===== config.mk =====
export PLATFORM = sky130hd
export DESIGN_NAME = stroke_cycle_sequencer
export DESIGN_NICKNAME = d
export VERILOG_FILES = /design/src/design/scs_pkg.sv /design/src/design/scs_step.sv /design/src/design/stroke_cycle_sequencer.sv
export SDC_FILE = /design/constraint.sdc
export NUM_CORES = 1
export LEC_CHECK = 0
export BUFFER_PORTS_ARGS = -buffer_cell sky130_fd_sc_hd__buf_2
export CAP_MARGIN = 0
export CORE_MARGIN = 3
export CORE_UTILIZATION = 55
export CTS_CLUSTER_DIAMETER = 200
export DETAILED_ROUTE_END_ITERATION = 7
export GPL_TIMING_DRIVEN = 0
export PLACE_DENSITY = 0.75
export SLEW_MARGIN = 5
export SYNTH_ARGS = -nofsm -noshare
export SYNTH_HDL_FRONTEND = slang
export SYNTH_SLANG_ARGS = --single-unit

===== constraint.sdc =====
create_clock -name aclk -period 8.71 [get_ports aclk]
set_input_delay 1.742 -clock aclk [delete_from_list [all_inputs] [get_ports aclk]]
set_output_delay 1.742 -clock aclk [all_outputs]
set_load 0.01 [all_outputs]

===== src/design/scs_pkg.sv =====
// ----------------------------------------------------------------------------
// scs_pkg
// types and constants shared by the stroke cycle sequencer and its step logic
// ----------------------------------------------------------------------------
package scs_pkg;

    // sequencer phase, one-hot
    typedef enum logic [6:0] {
        PH_IDLE     = 7'b0000001,
        PH_HOME     = 7'b0000010,
        PH_POSITION = 7'b0000100,
        PH_SHORT    = 7'b0001000,
        PH_LONG     = 7'b0010000,
        PH_COMPLETE = 7'b0100000,
        PH_FAULT    = 7'b1000000
    } phase_t;

    // phase codes as reported on the result beat
    localparam logic [2:0] CODE_IDLE     = 3'd0;
    localparam logic [2:0] CODE_HOME     = 3'd1;
    localparam logic [2:0] CODE_POSITION = 3'd2;
    localparam logic [2:0] CODE_SHORT    = 3'd3;
    localparam logic [2:0] CODE_LONG     = 3'd4;
    localparam logic [2:0] CODE_COMPLETE = 3'd5;
    localparam logic [2:0] CODE_FAULT    = 3'd6;

    // event codes
    typedef enum logic [2:0] {
        REQ_START     = 3'd0,
        REQ_HOME_DONE = 3'd1,
        REQ_MOVE_DONE = 3'd2,
        REQ_FAULT     = 3'd3,
        REQ_TAKE      = 3'd4
    } req_t;

    // configuration register indexes
    typedef enum logic [2:0] {
        CFG_TRAVEL_LENGTH   = 3'd0,
        CFG_SHORT_COUNT     = 3'd1,
        CFG_SHORT_LENGTH    = 3'd2,
        CFG_LONG_COUNT      = 3'd3,
        CFG_LONG_LENGTH     = 3'd4,
        CFG_POSITION_SPEED  = 3'd5,
        CFG_FAST_COUNT      = 3'd6,
        CFG_STROKE_SPEEDS   = 3'd7
    } cfg_idx_t;

    localparam logic [7:0] SPEED_MIN   = 8'd10;
    localparam logic [7:0] SPEED_MAX   = 8'd95;
    localparam logic [6:0] SPEED_MIN_7 = 7'd10;
    localparam logic [6:0] SPEED_MAX_7 = 7'd95;

    typedef struct packed {
        logic [7:0]  travel_length;
        logic [7:0]  short_count;
        logic [7:0]  short_length;
        logic [7:0]  long_count;
        logic [7:0]  long_length;
        logic [7:0]  position_speed;
        logic [7:0]  fast_count;
        logic [31:0] stroke_speeds;
    } cfg_t;

    localparam cfg_t CFG_RESET = '{
        travel_length:   8'd100,
        short_count:     8'd4,
        short_length:    8'd40,
        long_count:      8'd4,
        long_length:     8'd100,
        position_speed:  8'd75,
        fast_count:      8'd2,
        stroke_speeds:   32'h3C5A_2846
    };

    typedef struct packed {
        phase_t     phase;
        logic [7:0] stroke;
        logic [7:0] target;
        logic [6:0] speed;
        logic       extend;
        logic       pending;
        logic [7:0] fault;
    } state_t;

    typedef struct packed {
        logic       command_valid;
        logic [7:0] target_position;
        logic [6:0] target_speed;
        logic [2:0] phase;
        logic [7:0] stroke_index;
        logic       extending;
        logic       pending;
        logic [7:0] fault_value;
    } result_t;

    function automatic logic [6:0] clamp_speed(input logic [7:0] s);
        logic [6:0] r;
        if (s < SPEED_MIN) begin
            r = SPEED_MIN_7;
        end else if (s > SPEED_MAX) begin
            r = SPEED_MAX_7;
        end else begin
            r = s[6:0];
        end
        return r;
    endfunction

    function automatic logic [2:0] phase_code(input phase_t p);
        logic [2:0] c;
        case (p)
            PH_IDLE:     c = CODE_IDLE;
            PH_HOME:     c = CODE_HOME;
            PH_POSITION: c = CODE_POSITION;
            PH_SHORT:    c = CODE_SHORT;
            PH_LONG:     c = CODE_LONG;
            PH_COMPLETE: c = CODE_COMPLETE;
            PH_FAULT:    c = CODE_FAULT;
            default:     c = CODE_IDLE;
        endcase
        return c;
    endfunction

endpackage


===== src/design/scs_step.sv =====
// ----------------------------------------------------------------------------
// scs_step
// next-state and result logic for one sequencer event
// ----------------------------------------------------------------------------
module scs_step (
    input  scs_pkg::cfg_t    cfg,
    input  scs_pkg::state_t  state,
    input  logic [2:0]       req_type,
    input  logic [7:0]       fault_code,
    output scs_pkg::state_t  state_next,
    output scs_pkg::result_t result
);
    import scs_pkg::*;

    req_t       req;
    logic [7:0] act_len;
    logic [7:0] short_len;
    logic [7:0] long_len;
    logic [7:0] short_low;
    logic [7:0] long_low;
    logic       short_on;
    logic       long_on;

    // next stroke decision for a move done
    logic       q_en;
    logic       q_fin;
    logic       q_short;
    logic [7:0] q_num;
    logic       q_ext;

    // next stroke target and speed
    logic [7:0] q_len;
    logic [7:0] q_low;
    logic [7:0] q_target;
    logic       q_fast;
    logic [7:0] q_spd_raw;
    logic       take;

    assign req = req_t'(req_type);

    // validated lengths and stroke windows
    always_comb begin
        act_len   = (cfg.travel_length == 8'd0) ? 8'd1 : cfg.travel_length;
        short_len = (cfg.short_length > act_len) ? act_len : cfg.short_length;
        long_len  = (cfg.long_length > act_len) ? act_len : cfg.long_length;
        short_low = (act_len - short_len) >> 1;
        long_low  = (act_len - long_len) >> 1;
        short_on  = (cfg.short_count != 8'd0) && (short_len != 8'd0);
        long_on   = (cfg.long_count != 8'd0) && (long_len != 8'd0);
    end

    always_comb begin
        q_en    = 1'b0;
        q_fin   = 1'b0;
        q_short = 1'b1;
        q_num   = 8'd1;
        q_ext   = 1'b1;
        case (state.phase)
            PH_POSITION: begin
                q_en    = 1'b1;
                q_short = short_on;
            end
            PH_SHORT: begin
                q_ext = ~state.extend;
                if (state.stroke < cfg.short_count) begin
                    q_en  = 1'b1;
                    q_num = state.stroke + 8'd1;
                end else if (long_on) begin
                    q_en    = 1'b1;
                    q_short = 1'b0;
                end else begin
                    q_fin = 1'b1;
                end
            end
            PH_LONG: begin
                q_ext   = ~state.extend;
                q_short = 1'b0;
                if (state.stroke < cfg.long_count) begin
                    q_en  = 1'b1;
                    q_num = state.stroke + 8'd1;
                end else begin
                    q_fin = 1'b1;
                end
            end
            default: begin
                q_en = 1'b0;
            end
        endcase
    end

    always_comb begin
        q_len    = q_short ? short_len : long_len;
        q_low    = q_short ? short_low : long_low;
        q_target = q_ext ? (q_low + q_len) : q_low;
        q_fast   = (q_num <= cfg.fast_count);
        case ({~q_short, ~q_fast})
            2'b00:   q_spd_raw = cfg.stroke_speeds[7:0];
            2'b01:   q_spd_raw = cfg.stroke_speeds[15:8];
            2'b10:   q_spd_raw = cfg.stroke_speeds[23:16];
            2'b11:   q_spd_raw = cfg.stroke_speeds[31:24];
            default: q_spd_raw = cfg.stroke_speeds[7:0];
        endcase
    end

    always_comb begin
        state_next = state;
        take       = 1'b0;
        case (req)
            REQ_START: begin
                state_next.phase   = PH_HOME;
                state_next.stroke  = 8'd0;
                state_next.target  = 8'd0;
                state_next.speed   = 7'd0;
                state_next.extend  = 1'b0;
                state_next.pending = 1'b0;
                state_next.fault   = 8'd0;
            end
            REQ_HOME_DONE: begin
                if (short_on || long_on) begin
                    state_next.phase   = PH_POSITION;
                    state_next.stroke  = 8'd0;
                    state_next.target  = short_on ? short_low : long_low;
                    state_next.speed   = clamp_speed(cfg.position_speed);
                    state_next.extend  = 1'b1;
                    state_next.pending = 1'b1;
                end else begin
                    state_next.phase = PH_COMPLETE;
                end
            end
            REQ_MOVE_DONE: begin
                if (q_en) begin
                    state_next.phase   = q_short ? PH_SHORT : PH_LONG;
                    state_next.stroke  = q_num;
                    state_next.extend  = q_ext;
                    state_next.target  = q_target;
                    state_next.speed   = clamp_speed(q_spd_raw);
                    state_next.pending = 1'b1;
                end else if (q_fin) begin
                    state_next.phase   = PH_COMPLETE;
                    state_next.pending = 1'b0;
                end
            end
            REQ_FAULT: begin
                state_next.phase   = PH_FAULT;
                state_next.fault   = fault_code;
                state_next.pending = 1'b0;
            end
            REQ_TAKE: begin
                if (state.pending) begin
                    take               = 1'b1;
                    state_next.pending = 1'b0;
                end
            end
            default: begin
                take = 1'b0;
            end
        endcase
    end

    always_comb begin
        result.command_valid   = take;
        result.target_position = take ? state.target : 8'd0;
        result.target_speed    = take ? state.speed : 7'd0;
        result.phase           = phase_code(state_next.phase);
        result.stroke_index    = state_next.stroke;
        result.extending       = state_next.extend;
        result.pending         = state_next.pending;
        result.fault_value     = state_next.fault;
    end

endmodule


===== src/design/stroke_cycle_sequencer.sv =====
// ----------------------------------------------------------------------------
// stroke_cycle_sequencer
// steps a linear actuator through homing, positioning and stroke phases
// ----------------------------------------------------------------------------
// Each input beat is one event (start, home done, move done, fault or take
// command) and yields exactly one result beat with the command taken, if any,
// and the sequencer status after the event. The block takes one event every
// clock cycle unless m_tready holds back a full result register; the accepting
// edge loads the input register and a later edge, once the result register
// can move on, loads the result register through the step logic. The rate is
// set by the update of the sequencer state, which every event reads and writes.
// A full result register holds back the input side only while m_tready is low.
// Configuration writes are taken on every cycle and should be issued only while
// no event is in flight.
module stroke_cycle_sequencer (
    input  logic        aclk,
    input  logic        aresetn,
    // event channel
    input  logic        s_tvalid,
    output logic        s_tready,
    input  logic [15:0] s_tdata,   // req_type[2:0], fault_code[10:3], zero fill
    // result channel
    output logic        m_tvalid,
    input  logic        m_tready,
    // target_position[7:0], target_speed[14:8], phase[17:15],
    // stroke_index[25:18], extending[26], pending[27], fault_value[35:28],
    // zero fill
    output logic [39:0] m_tdata,
    output logic        m_tuser,   // command_valid
    // configuration write channel
    input  logic        cfg_valid,
    output logic        cfg_ready,
    input  logic [2:0]  cfg_index,
    input  logic [31:0] cfg_data
);
    import scs_pkg::*;

    cfg_t    cfg_reg;
    state_t  state_reg;
    state_t  state_next;
    result_t step_result;
    result_t out_reg;

    logic       in_valid_reg;
    logic [2:0] in_req_reg;
    logic [7:0] in_code_reg;
    logic       out_valid_reg;
    logic       advance;

    // configuration registers, raw values kept and validated where used
    assign cfg_ready = 1'b1;

    always_ff @(posedge aclk) begin
        if (!aresetn) begin
            cfg_reg <= CFG_RESET;
        end else if (cfg_valid && cfg_ready) begin
            case (cfg_idx_t'(cfg_index))
                CFG_TRAVEL_LENGTH:   cfg_reg.travel_length   <= cfg_data[7:0];
                CFG_SHORT_COUNT:     cfg_reg.short_count     <= cfg_data[7:0];
                CFG_SHORT_LENGTH:    cfg_reg.short_length    <= cfg_data[7:0];
                CFG_LONG_COUNT:      cfg_reg.long_count      <= cfg_data[7:0];
                CFG_LONG_LENGTH:     cfg_reg.long_length     <= cfg_data[7:0];
                CFG_POSITION_SPEED:  cfg_reg.position_speed  <= cfg_data[7:0];
                CFG_FAST_COUNT:      cfg_reg.fast_count      <= cfg_data[7:0];
                CFG_STROKE_SPEEDS:   cfg_reg.stroke_speeds   <= cfg_data;
                default:             cfg_reg                 <= cfg_reg;
            endcase
        end
    end

    // the result register moves on when empty or when its beat is taken;
    // the input register then hands its event on
    assign advance  = !out_valid_reg || m_tready;
    assign s_tready = !in_valid_reg || advance;

    // input register
    always_ff @(posedge aclk) begin
        if (!aresetn) begin
            in_valid_reg <= 1'b0;
        end else if (s_tready) begin
            in_valid_reg <= s_tvalid;
        end
    end

    always_ff @(posedge aclk) begin
        if (s_tready && s_tvalid) begin
            in_req_reg  <= s_tdata[2:0];
            in_code_reg <= s_tdata[10:3];
        end
    end

    scs_step u_step (
        .cfg        (cfg_reg),
        .state      (state_reg),
        .req_type   (in_req_reg),
        .fault_code (in_code_reg),
        .state_next (state_next),
        .result     (step_result)
    );

    // sequencer state, updated once per event
    always_ff @(posedge aclk) begin
        if (!aresetn) begin
            state_reg.phase   <= PH_IDLE;
            state_reg.stroke  <= 8'd0;
            state_reg.target  <= 8'd0;
            state_reg.speed   <= 7'd0;
            state_reg.extend  <= 1'b0;
            state_reg.pending <= 1'b0;
            state_reg.fault   <= 8'd0;
        end else if (in_valid_reg && advance) begin
            state_reg <= state_next;
        end
    end

    // result register
    always_ff @(posedge aclk) begin
        if (!aresetn) begin
            out_valid_reg <= 1'b0;
        end else if (advance) begin
            out_valid_reg <= in_valid_reg;
        end
    end

    always_ff @(posedge aclk) begin
        if (in_valid_reg && advance) begin
            out_reg <= step_result;
        end
    end

    assign m_tvalid = out_valid_reg;
    assign m_tuser  = out_reg.command_valid;
    assign m_tdata  = {4'd0,
                       out_reg.fault_value,
                       out_reg.pending,
                       out_reg.extending,
                       out_reg.stroke_index,
                       out_reg.phase,
                       out_reg.target_speed,
                       out_reg.target_position};

    // an event in the input register always lands in the result register
    assert property (@(posedge aclk) disable iff (!aresetn)
        (in_valid_reg && advance) |=> out_valid_reg)
        else $error("event lost between input and result registers");

    // input side stalls only behind a full, stalled result register
    assert property (@(posedge aclk) disable iff (!aresetn)
        !s_tready |-> (in_valid_reg && out_valid_reg && !m_tready))
        else $error("input stalled without back pressure");

    // a fault drops the pending command and nothing queues a new one
    assert property (@(posedge aclk) disable iff (!aresetn)
        (state_reg.phase == PH_FAULT) |-> !state_reg.pending)
        else $error("command pending in fault phase");

    // a command is queued only by a positioning or stroke move
    assert property (@(posedge aclk) disable iff (!aresetn)
        $rose(state_reg.pending) |-> (state_reg.phase == PH_POSITION ||
                                      state_reg.phase == PH_SHORT ||
                                      state_reg.phase == PH_LONG))
        else $error("command queued outside a move phase");

endmodule


==> out/metrics.cfg <==
[run_status]
outcome=finished clean

[run]
drv_cap=0

[critical_path]
required_ps=9100
reg2reg_slack_ps=2620
critPathCaptureType=flip-flop
reg2reg_depth=24
reg2reg_to=state_reg[24]$_SDFFE_PN0P_
r2r_start=cfg_reg[87]$_SDFFE_PN0P_
cp_max_fo=10
crit_type=reg -> reg
crit_arrival_ps=6470
worstSetupStartpointType=flip-flop

[global_routing]
grt_max_degree=34
track_usage_pct=28.72
antenna_found_initial=0
gr-total-overflow=0
grt_pass1_vias=8749
grt_first_pass_wirelength_um=45480

[clock_network]
cts_resized=0
cts.reportedPaths.clkPinSlew_ps=70
post_cts_buffers=0
cts_made_buffers=17
cts_tree=yes
cts_max_level=4
cts.sinks=178
cts_hold_repair.buffers=0
worstSkewPairLatency_ps=440
cts.path.max_buffers=2
cts_root_buf=clkbuf_16

[power]
vdd.ir_drop.worst_v=0.0001941
power_density_mw_per_mm2=177.5
totalPowerFinal_w=0.002023
p_leak_nw=4.657

[logic_synthesis]
syn_area_mm2=0.01007
ys_seq_area_share_pct=40.17
synth_top_cell_by_area=dfxtp_1
yosys_warnings=0
synth_top_cell_area_share_pct=25.85
yosysMostFrequentCell=nand2_1
ys_top_cells_by_count=245 x nand2_1, 130 x dfxtp_1, 128 x a21oi_1
async_flop_share_pct=0
synth_edf_count=48
synth_top_flop_cell=dfxtp_1
synth_area_per_cell_um2=8.334
syn-instance-count=1208
ys_ff_latch=178
synth.distinct_cells=78
synth_area_leaders=dfxtp_1 26%, edfxtp_1 14%, nand2_1 9.1%

[placement]
io_buffers=79
place_ws_ps=2758
hpwl_um=21190
place_congestion=0.9631

[timing]
rsz0062_at_grt=false
setup_slack_ps=2622
drv_slew=0
relSlewSlack_pct=23.61
hold_violations=0
setup_tns_ps=0
fin_skew_ps=12.50
fmax_mhz=164.3
fin_crit_sh_pct=69.90
tightest_slew_ps=1130
setup_viol=0
layout_min_cycle_time_ps=6088

[min_path]
hold_class=reg -> reg
min_path_cells=2
min_to=state_reg[7]$_SDFFE_PN0P_
hold_start=state_reg[7]$_SDFFE_PN0P_

[detailed_routing]
drt_drc_violations_left=0
wl_met1_um=12380
wl_um=28940
wl_met3_um=2071
drt-initial-drc-count=746
top_layer_used=met4
ant_nets=0
drt_pass1_iterations=6
via_count=9391
wl_per_cell_um=18.69
dr_wl_met2_um=13470
vias_per_cell=6.067

[floorplanning]
ios=100
die_x_um=141.3
core_area_mm2=0.01760
rows=48
initial_core_util_pct=57.21
die_area_mm2=0.01996
fp.dieH_um=141.3

[finish]
n_antenna_cell=0
drive_above_1_share_pct=12.09
nets=1427
nFillCells=1547
largest_reg_flops=88
area_delta_synth_final_pct=13.16

-- worst max-delay path by stage --
| stage | startpoint | end | slack (ps) | cells past startpoint |
|---|---|---|---|---|
| after floorplan | cfg_reg[87]$_SDFFE_PN0P_ | state_reg[24]$_SDFFE_PN0P_ | 3810 | 25 |
| after CTS | cfg_reg[87]$_SDFFE_PN0P_ | state_reg[24]$_SDFFE_PN0P_ | 2740 | 24 |
| after detailed placement | cfg_reg[87]$_SDFFE_PN0P_ | state_reg[24]$_SDFFE_PN0P_ | 2760 | 24 |
| after global placement | cfg_reg[87]$_SDFFE_PN0P_ | state_reg[24]$_SDFFE_PN0P_ | 2810 | 24 |
| final | cfg_reg[87]$_SDFFE_PN0P_ | state_reg[24]$_SDFFE_PN0P_ | 2620 | 24 |
| after global routing | cfg_reg[87]$_SDFFE_PN0P_ | state_reg[24]$_SDFFE_PN0P_ | 2150 | 26 |
-- through the flow --
step	hold WS, ps	cell area (µm²)	util (%)	cells
floorplan	433.8	10080	-	1211
global placement	441.9	10760	61.12	1515
detailed placement	448.8	10780	61.24	1516
CTS	458.7	11390	64.74	1548
global route	474.4	11390	64.74	1548
finish	456.6	11390	64.74	1548
-- power breakdown --
part	switching, W	internal [W]
logic	0.000207	0.000128
registers	0.0000184	0.000875
clock network	0.000380	0.000415
total	0.000605	0.00142
-- routing by layer --
metal	track usage [%]	vias to the layer above
met1	37.93	4459
met5	0	-
met2	46.25	381
li1	-	4483
met3	5.730	68
met4	11.88	0
-- cells by family after synthesis --
group | Yosys count | synth area share, %
AO/OA/AOI/OAI | 308 | 19.56
XOR/XNOR | 25 | 2.175
adder cells (fa/ha/maj) | 61 | 7.805
buffers and inverters | 117 | 5.021
flip-flops | 178 | 40.17
multiplexers | 37 | 3.840
other | 2 | 0.07460
AND/OR/NAND/NOR | 480 | 21.35
-- cells in the final DEF (no fill, tap or decap), types with 4 or more instances in the layout --
master	instances
clkbuf_1	42
edfxtp_1	48
o21bai_1	5
a21o_1	12
a211o_1	4
a21oi_1	128
buf_2	90
a22o_1	14
clkbuf_16	17
buf_4	5
ha_1	58
nand4b_1	6
conb_1	5
or3_1	4
o31ai_1	12
o21ai_0	40
xnor2_1	15
or2_2	4
nor4_1	5
a22oi_1	10
xor2_1	10
inv_1	46
o211ai_1	15
and2_1	21
and3_1	8
o21ai_1	6
dfxtp_1	130
nor3_1	16
clkinv_4	4
nand2_1	245
clkbuf_2	9
nand3_1	40
nor2b_1	11
a31oi_1	10
nand2b_1	13
nor2_1	85
or4_1	4
nand4_1	9
a211oi_1	12
mux2i_1	33
-- critical path: stages, from the launching register on --
cell and delay [ps]:
dfxtp_1 500, inv_1 150, a41oi_1 470, inv_1 210
ha_1 310, and4_1 190, and2_1 200, nor2_1 140
buf_1 460, mux2i_1 440, ha_1 300, o221ai_1 270
o21bai_1 140, xnor2_1 280, nand2b_1 170, nand2_1 70
ha_1 340, a21oi_1 220, nor2_1 70, o21a_1 170
o21ai_0 220, a21oi_1 130, o21a_1 130, o41ai_1 280
and2_1 160
-- area by class of cell --
class                   instances  area [µm²]  area share (%)
plain buffers                  71       334.1           2.932
clock inverters                15       190.2           1.669
multi-input cells             916        5529           48.53
clock buffers                  17       425.4           3.734
inverters                      46       172.7           1.516
flip-flops and latches        178        4044           35.50
repair buffers                 80       415.4           3.646
well taps                     225       281.5           2.471
Power figures use the tool's default switching activity.
